<file path="src/sacar_pkg.sv">
// shared constants and types for the set-associative cache aging replacement unit
`timescale 1ns / 1ps

package sacar_pkg;

  localparam int ADDR_W     = 32;
  localparam int AGE_W      = 8;
  localparam int CNT_W      = 32;
  localparam int WAY_USED_W = 2;
  localparam int SET_USED_W = 6;

  localparam logic [AGE_W-1:0] FILL_MARK = 8'hF0;
  // padding ways in the victim tree never beat a real way
  localparam logic [AGE_W-1:0] AGE_PAD   = 8'hFF;

  typedef enum logic [2:0] {
    ST_CLEAR = 3'b001,
    ST_IDLE  = 3'b010,
    ST_EVAL  = 3'b100
  } back_state_t;

  // back end to front end
  typedef struct packed {
    logic pop;
    logic clearing;
  } back_ctl_t;

endpackage

</file>
<file path="src/sacar_front.sv">
// front end: address split into tag and set, and a two-entry request queue
`timescale 1ns / 1ps

module sacar_front import sacar_pkg::*; #(
  parameter int OFFSET_BITS = 6,
  parameter int INDEX_BITS  = 6,
  localparam int TAG_W = ADDR_W - OFFSET_BITS - INDEX_BITS,
  localparam int SET_W = (INDEX_BITS > 0) ? INDEX_BITS : 1
) (
  input  logic              clk,
  input  logic              rst,
  input  logic              in_valid,
  output logic              in_ready,
  input  logic [ADDR_W-1:0] phys_addr,
  input  back_ctl_t         ctl,
  output logic              q_valid,
  output logic [TAG_W-1:0]  q_tag,
  output logic [SET_W-1:0]  q_set
);

  localparam logic [ADDR_W-1:0] SET_MASK = ADDR_W'((64'd1 << INDEX_BITS) - 64'd1);
  localparam logic [1:0] QUEUE_DEPTH = 2'd2;

  logic [TAG_W-1:0] tag_mem [2];
  logic [SET_W-1:0] set_mem [2];
  logic             wr_ptr, wr_ptr_next;
  logic             rd_ptr, rd_ptr_next;
  logic [1:0]       count, count_next;
  logic             push;
  logic [TAG_W-1:0] in_tag;
  logic [SET_W-1:0] in_set;

  assign in_tag   = TAG_W'(phys_addr >> (OFFSET_BITS + INDEX_BITS));
  assign in_set   = SET_W'((phys_addr >> OFFSET_BITS) & SET_MASK);

  // no transaction taken while the tag store is being cleared
  assign in_ready = (count != QUEUE_DEPTH) && !ctl.clearing;
  assign push     = in_valid && in_ready;
  assign q_valid  = (count != 2'd0);
  assign q_tag    = tag_mem[rd_ptr];
  assign q_set    = set_mem[rd_ptr];

  always_comb begin
    wr_ptr_next = push ? wr_ptr + 1'b1 : wr_ptr;
    rd_ptr_next = ctl.pop ? rd_ptr + 1'b1 : rd_ptr;
    count_next  = count + 2'(push) - 2'(ctl.pop);
  end

  always_ff @(posedge clk) begin
    if (rst) begin
      wr_ptr <= 1'b0;
      rd_ptr <= 1'b0;
      count  <= 2'd0;
    end else begin
      wr_ptr <= wr_ptr_next;
      rd_ptr <= rd_ptr_next;
      count  <= count_next;
    end
  end

  always_ff @(posedge clk) begin
    if (push) begin
      tag_mem[wr_ptr] <= in_tag;
      set_mem[wr_ptr] <= in_set;
    end
  end

endmodule

</file>
<file path="config.mk">
export PLATFORM = sky130hd
export DESIGN_NAME = sacar_front
export DESIGN_NICKNAME = d
export VERILOG_FILES = /design/src/sacar_pkg.sv /design/src/sacar_front.sv
export SDC_FILE = /design/constraint.sdc
export NUM_CORES = 1
export LEC_CHECK = 0
export BUFFER_PORTS_ARGS = -buffer_cell sky130_fd_sc_hd__clkbuf_2
export CELL_PAD_IN_SITES_DETAIL_PLACEMENT = 1
export CELL_PAD_IN_SITES_GLOBAL_PLACEMENT = 1
export CORE_MARGIN = 1
export CORE_UTILIZATION = 30
export DETAILED_ROUTE_END_ITERATION = 12
export PLACE_DENSITY_LB_ADDON = 0.1
export SYNTH_ARGS = -nofsm -noshare
export SYNTH_HDL_FRONTEND = slang
export SYNTH_SLANG_ARGS = --single-unit
</file>
<file path="constraint.sdc">
create_clock -name clk -period 2.15 [get_ports clk]
set_clock_uncertainty 0.2 [all_clocks]
set_input_delay 0.215 -clock clk [delete_from_list [all_inputs] [get_ports clk]]
set_output_delay 0.215 -clock clk [all_outputs]
set_load 0.005 [all_outputs]
</file>
**Word-level counts from Yosys, hierarchy flattened**

Memory sizes are Yosys's and may differ from the RTL's. A register that Yosys moved wholly into a read port is not among the register bits.
Index checks and enable logic that the tools add are counted.

- Register bits after elaboration: 4
- Memory bits (writable): 52
- Input port bits: 37
- Output and inout bits: 28
- Logic and storage cells: 20
- Memories: 2

- $add $sub $neg: 4
- Equal/unequal tests: 1
- Multiplexer cells: 6
- Reduce and logical (&&, ||, !) cells: 4

Memories:

| name | depth | width | rd ports | clocked after Yosys merged registers in | wr ports | RTL line | text |
|---|---|---|---|---|---|---|---|
| tag_mem | 2 | 20 | 1 | 1 | 1 | sacar_front.sv:24 | `logic [TAG_W-1:0] tag_mem [2];` |
| set_mem | 2 | 6 | 1 | 1 | 1 | sacar_front.sv:25 | `logic [SET_W-1:0] set_mem [2];` |

Operators by type and width:

| operator | count |
|---|---|
| $mux W1 | 6 |
| $add A1 B1 Y1 const B | 2 |
| $add A2 B1 Y2 | 1 |
| $logic_and A1 B1 Y1 | 2 |
| $ne A2 B2 Y1 const B | 1 |
| $reduce_bool A2 Y1 | 1 |
| $sub A2 B1 Y2 | 1 |
| $logic_not A1 Y1 | 1 |

**Logic depth before layout (Yosys ltp)**

Gate-level depths: netlist of the first run.

- Depth in word-level cells: 5
- Depth in mapped cells: 9
- Depth with buffers taken out: 9

**Least setup slack after synthesis of the first run**

Ideal clock, no wire load.

- Kind: flip-flop to flip-flop
- From: register count[1]
- To: memory set_mem[1][0] (netlist name), enable pin
- Setup time: 0.385 ns
- Arrival time: 1.324 ns
- Required time: 1.565 ns
- Path slack: 0.241 ns
- Cell stages (with the launch flop): 4
- Path buffers: 0
- Clock period less this slack: 1.909 ns
- Cells stage by stage: dfxtp_1 > nor2b_4 > nor2_1 > and3_1

- Longest elaborated chain between the ends: 5

Ends and longest elaborated chain:

| what | RTL line | text |
|---|---|---|
| start, declared | sacar_front.sv:28 | `logic [1:0] count, count_next;` |
| start signal, assigned | sacar_front.sv:57 | `count <= count_next;` |
| $ne A2 B2 Y1 | sacar_front.sv:37 | `assign in_ready = (count != QUEUE_DEPTH) && !ctl.clearing;` |
| $logic_and A1 B1 Y1 | sacar_front.sv:37 |  |
| named net in_ready | sacar_front.sv:13 | `output logic in_ready,` |
| $logic_and A1 B1 Y1 | sacar_front.sv:38 | `assign push = in_valid && in_ready;` |
| $mux W1 | sacar_front.sv:62 | `if (push) begin` |
| $mux W1 (implied by the code) | sacar_front.sv:64 | `set_mem[wr_ptr] <= in_set;` |
| end, declared | sacar_front.sv:25 |  |

The timed path passes the listed nets, and every way through them passes these cells.

**Final worst setup path of the first run**

- From: register count[1]
- To: register count[1]

- Longest elaborated chain between the ends: 5

Ends and longest elaborated chain:

| what | RTL line | text |
|---|---|---|
| $ne A2 B2 Y1 | sacar_front.sv:37 |  |
| $logic_and A1 B1 Y1 | sacar_front.sv:37 |  |
| $logic_and A1 B1 Y1 | sacar_front.sv:38 |  |
| $add A2 B1 Y2 * | sacar_front.sv:46 | `count_next = count + 2'(push) - 2'(ctl.pop);` |
| $sub A2 B1 Y2 * | sacar_front.sv:46 |  |

Mark *: on every way between the ends. The rest lies on a longest branch, timed or not.
A chain may end at the register's enable or synchronous reset.

==> summary.md, run 1 <==
| Metric | Value |
|---|---|
| Die width | `86.0 um` |
| First-pass GRT wire length | `6.66 mm` |
| I/O Buffers | `58` |
| Ys flop type | `edfxtp_1` |
| Total CTS buffers | `9` |
| Core area | `6790 sq um` |
| Post-synth cell types | `22` |
| Number of synthesized register bits | `57` |
| Cell Chain, Critical Path | `nor2b_4 -> nor2_1 -> nand2_1 -> ha_1 -> inv_1 -> ha_1 -> xor2_1 -> and2_2 -> nor3_1` |
| Buf+Inv Stages, Crit Path | `1` |
| Initial core utilization | `31.2%` |
| Htree depth | `3` |
| Die Height | `86.0 um` |
| Drt first pass iters | `5` |
| Clock root buffer | `clkbuf_8` |
| Worst flop-to-flop path startpoint | `count[1]$_SDFF_PP0_` |
| Most frequent cells in the layout | `clkbuf_2 (58), edfxtp_1 (52), dlygate4sd3_1 (29)` |
| Antenna-violating nets left | `0` |
| Post-synthesis async set-or-reset flop share | `0%` |
| CTS clock-pin slew for the worst setup and hold paths | `0.06 ns` |
| Vias | `1271` |
| WS Path Type | `register to register` |
| Post-Syn Area per Cell | `19.8 sq um` |
| Core Rows | `30` |
| IO Count | `65` |
| Endpoints failing hold | `0` |
| Clock Sinks | `57` |
| Tot GR Track Use | `12.6%` |
| Worst Path Max Fanout | `4` |
| Post-Syn Nets | `146` |
| Area Overhead vs Synth | `43.8%` |
| Top post-synthesis cells by area | `edfxtp_1 (74%), mux2_2 (11%), dfxtp_1 (4.7%), mux2_1 (2.7%), ha_1 (1.2%)` |
| Max_cap viols | `0` |
| Crit-path leading delay family | `simple AND/OR/NAND/NOR gates` |
| Post-synth top area share | `73.7%` |
| Maximum VDD drop | `512 uV` |
| Worst-margin pin slew | `0.224 ns` |
| Bufs on Longest Clock Path | `2` |
| Total wire length | `4.11 mm` |
| RSZ-0062 raised after global routing | `no` |
| Pwr dens | `865 nW/um^2` |
| Final period util | `89.3%` |
| CTS tree | `done` |
| Synth area leader | `edfxtp_1` |
| Data required, critical path | `2.20 ns` |
| Critical path data arrival time | `1.97 ns` |
| Mapped Cells | `107` |
| Hold Crit Class | `input port to register` |
| Sequential fraction of the synthesis area | `78.4%` |
| Synth warn | `0` |
| Post-synthesis cell area | `2120 sq um` |
| Final instance area | `3050 sq um` |
| CP max stage delay | `0.33 ns` |
| Slew Limit Fails | `0` |
| Initial antenna violation count | `0` |
| Routed len/inst | `13.3 um` |
| Final net count | `247` |
| Endpoint class of the critical path | `register` |
| Post-synth EDFFs | `52` |
| Relative slew slack | `85.1%` |
| Worst Setup Start Kind | `register` |
| Minimum clock period | `1.92 ns` |
| Antenna Cells | `0` |
| Most common cell after layout, fill and taps aside | `clkbuf_2` |
| DRC | `0` |
| Largest net degree at the start of global routing | `17` |
| Crit path from | `count[1]$_SDFF_PP0_` |
| Run status | `finished, final reports clean` |
| Fmax | `0.521 GHz` |
| DP Area | `2550 sq um` |
| Routability cong. | `0.576` |
| Die area | `7400 sq um` |
| Most used cell, CP | `ha_1` |
| Worst skew pair latency | `0.33 ns` |
| Via density | `4.11` |
| Vias in the first global route | `1445` |
| Setup TNS | `0 ns` |
| Layout cells sized above 1 | `47.9%` |
| Overflow after GRT | `0` |
| Slowest CP cell | `dfxtp_1` |
| Violation count after the first detailed-route iteration | `46` |
| Pleak | `1.19 nW` |
| Hold Startpoint | `in_valid` |
| Final Setup Violations | `0` |
[per-stage QoR]
step           worst slack [ns]  power [mW]  util [%]  std cells  hold WS, ns
2_1_floorplan             0.241        1.45         -        107       0.0841
3_3_place_gp              0.306        1.56      37.5        264        0.205
3_5_place_dp              0.221        1.57      37.5        264        0.209
4_1_cts                   0.204        2.68      44.8        309       0.0763
5_1_grt                  0.0883        2.76      44.8        309        0.135
6_report                  0.231        2.63      44.8        309       0.0922
[layout make-up]
cell class              instances  area (sq um)
clock buffers                   9           124
clock inverters                 7          85.1
fillers                       695          3750
inverters                       2          7.51
multi-input cells              45           422
flip-flops and latches         57          1660
well taps                      96           120
repair buffers                 93           626
[cell families (layout without fill, tap and decap cells)]
kind of cell / after synthesis / after routing / synth area share, %
fa+ha+maj: 2 / 2 / 1.18
compound gates: 2 / 2 / 0.472
flops: 57 / 57 / 78.4
buf+inv: 5 / 111 / 1.65
mux: 26 / 26 / 13.8
simple gates: 13 / 13 / 3.60
xor+xnor: 2 / 2 / 0.827
[worst register-to-register path, delay by kind of cell, from the launching register on]
kind	cells	cell delay (ns)
xor+xnor	1	0.15
buf+inv	1	0.04
fa+ha+maj	2	0.45
flops	1	0.33
simple gates	5	0.68
[where the power goes]
part	switching, mW	internal (mW)	leakage [nW]
logic	0.127	0.170	0.569
clock network	0.409	0.640	0.104
registers	0.0180	1.27	0.517
total	0.554	2.08	1.19
[per-layer routing]
layer  share of wire [%]  routed length [um]  global-route usage (%)
met1                  40                1630                    13.7
met2                  52                2150                    21.4
met3                 6.0                 247                    5.00
met4                 2.2                  89                    5.91
met5                   0                   0                       0
[worst paths after layout]
path / end / slack (ns) / cells after the start
worst max-delay path: count[1]$_SDFF_PP0_ / 0.23 / 9
worst min-delay path: wr_ptr$_SDFFE_PP0P_ / 0.09 / 4
worst max register to register: count[1]$_SDFF_PP0_ / 0.23 / 9
worst min register to register: wr_ptr$_SDFFE_PP0P_ / 0.31 / 2
[sequential cells by signal, indices dropped and copies added (netlist names), named ones only]
signal	count
count	2
set_mem	12
rd_ptr	1
wr_ptr	1
tag_mem	40
[synthesized netlist by cell type, types with 2 or more instances]
cell type   n
dfxtp_1     5
mux2_1      5
inv_1       2
edfxtp_1   52
mux2_2     21
nor2_1      4
buf_6       2
ha_1        2
[repair_timing]
action                                  in CTS  in global routing
endpoints found under the setup margin       0                  0
gates resized for setup                      0                  0
buffers inserted                             0                  0
endpoints found under the hold margin       57                  0
hold buffers                                29                  0
Power figures use the tool's default switching activity.
==> inputs of run 2 (changes only) <==
--- a/config.mk
+++ b/config.mk
@@ -12,6 +12,7 @@
 export CORE_UTILIZATION = 30
 export DETAILED_ROUTE_END_ITERATION = 12
 export PLACE_DENSITY_LB_ADDON = 0.1
+export SETUP_SLACK_MARGIN = 0.3
 export SYNTH_ARGS = -nofsm -noshare
 export SYNTH_HDL_FRONTEND = slang
 export SYNTH_SLANG_ARGS = --single-unit
==> summary.md, run 2 (synthesis gave the netlist of run 1 again) <==
| Metric | Value |
|---|---|
| Core area | `6790 sq um` |
| Tot GR Track Use | `12.2%` |
| I/O Buffers | `58` |
| Data required, critical path | `2.20 ns` |
| Total wire length | `4.28 mm` |
| Fmax | `0.536 GHz` |
| DRC | `0` |
| Area Overhead vs Synth | `50.1%` |
| Die area | `7400 sq um` |
| Hold Startpoint | `in_valid` |
| Area of the multi-input gates | `472 sq um` |
| Routability cong. | `0.628` |
| Run status | `finished, final reports clean` |
| Worst skew pair latency | `0.33 ns` |
| Setup WS pre-CTS | `0.178 ns` |
| Total CTS buffers | `9` |
| Minimum clock period | `1.86 ns` |
| Clock root buffer | `clkbuf_8` |
| Largest register FFs | `40` |
| Slew Limit Fails | `0` |
| Most frequent cells in the layout | `clkbuf_2 (58), edfxtp_1 (52), dlygate4sd3_1 (28)` |
| Routed len/inst | `13.7 um` |
| RSZ-0062 raised after global routing | `yes` |
| Htree depth | `3` |
| Clock Sinks | `57` |
| Final Setup Violations | `0` |
| First-pass GRT wire length | `6.41 mm` |
| Drt first pass iters | `4` |
| Worst-margin pin slew | `0.220 ns` |
| DP HPWL | `2.63 mm` |
| Pwr dens | `860 nW/um^2` |
| Initial antenna violation count | `0` |
| Pleak | `1.22 nW` |
| Most common cell after layout, fill and taps aside | `clkbuf_2` |
| Maximum VDD drop | `417 uV` |
| Bufs on Longest Clock Path | `2` |
| Violation count after the first detailed-route iteration | `23` |
| Final net count | `250` |
| FF+latch area | `1670 sq um` |
| Largest net degree at the start of global routing | `23` |
| Most flop-heavy register | `tag_mem` |
| Overflow after GRT | `0` |
| Vias in the first global route | `1406` |
| Vias | `1289` |
| Endpoints failing hold | `0` |
| Initial core utilization | `31.2%` |
| Fill cells | `691` |
| Final worst setup slack | `0.286 ns` |
| Max_cap viols | `0` |
| Worst Path Max Fanout | `3` |
| CTS clock-pin slew for the worst setup and hold paths | `0.06 ns` |
| Relative slew slack | `85.3%` |
| Hold Crit Class | `input port to register` |
| IO Count | `65` |
| Core Rows | `30` |
| Endpoint class of the critical path | `register` |
| Worst Setup Start Kind | `register` |
| Antenna-violating nets left | `0` |
| Via density | `4.13` |
| Die width | `86.0 um` |
| Antenna Cells | `0` |
| Worst flop-to-flop path startpoint | `count[1]$_SDFF_PP0_` |
| R2R Setup Slk | `0.29 ns` |
| Die Height | `86.0 um` |
| Top Registers | `tag_mem: 40 flops, set_mem: 12 flops, count: 2 flops` |
| WS Path Type | `register to register` |
| Crit path from | `count[1]$_SDFF_PP0_` |
| Layout cells sized above 1 | `55.6%` |
| Setup TNS | `0 ns` |
| CTS tree | `done` |
| Final period util | `86.7%` |
| Critical path data arrival time | `1.92 ns` |
-- run 2: path summary, 6_finish.rpt --
path	cells past startpoint	end
setup / recovery	9	count[1]$_SDFF_PP0_
hold / removal	4	wr_ptr$_SDFFE_PP0P_
setup reg to reg	9	count[1]$_SDFF_PP0_
hold reg to reg	2	wr_ptr$_SDFFE_PP0P_
-- run 2: timing repair --
item                                   in CTS  in global routing
pin swaps                                   0                  4
gates cloned                                0                  1
hold buffers                               28                  0
gates resized for setup                     5                 10
setup endpoints to repair                  23                 41
endpoints found under the hold margin      57                  0
setup buffers                               0                  5
-- run 2: final cells by class --
cell class	instances	share of cell area [%]
clock buffers	9	3.89
clock inverters	7	2.99
inverters	2	0.354
multi-input cells	45	14.8
flip-flops and latches	57	52.5
well taps	96	3.78
repair buffers	96	21.6
-- run 2: critical path, cell delays in order (launching register included) --
cell and delay (ns):
dfxtp_4 0.35, nor2b_4 0.13, nor2_4 0.11, nand2_2 0.07, ha_4 0.26, inv_2 0.04
ha_4 0.15, xor2_2 0.15, and2_4 0.16, nor3_2 0.16
-- run 2: per-layer routing --
metal,global-route usage (%),part of all wire (%)
met5,0,0
met1,12.4,40
met3,4.52,5.5
met2,21.1,53
met4,8.18,2.2
-- run 2: through the flow --
stage / total power [mW] / hold slack (ns) / cells / util, % / instance area (sq um)
2_1_floorplan: 1.45 / 0.0841 / 107 / - / 2120
3_3_place_gp: 1.57 / 0.203 / 262 / 37.7 / 2560
6_report: 2.73 / 0.128 / 312 / 46.8 / 3180
4_1_cts: 2.73 / 0.0840 / 306 / 45.3 / 3080
5_1_grt: 2.86 / 0.141 / 312 / 46.8 / 3180
3_5_place_dp: 1.58 / 0.208 / 262 / 37.7 / 2560
-- run 2: report_power, final --
part | leakage (nW) | switching [mW] | internal [mW]
combinational | 0.592 | 0.145 | 0.208
sequential | 0.519 | 0.0244 | 1.27
clock | 0.109 | 0.433 | 0.651
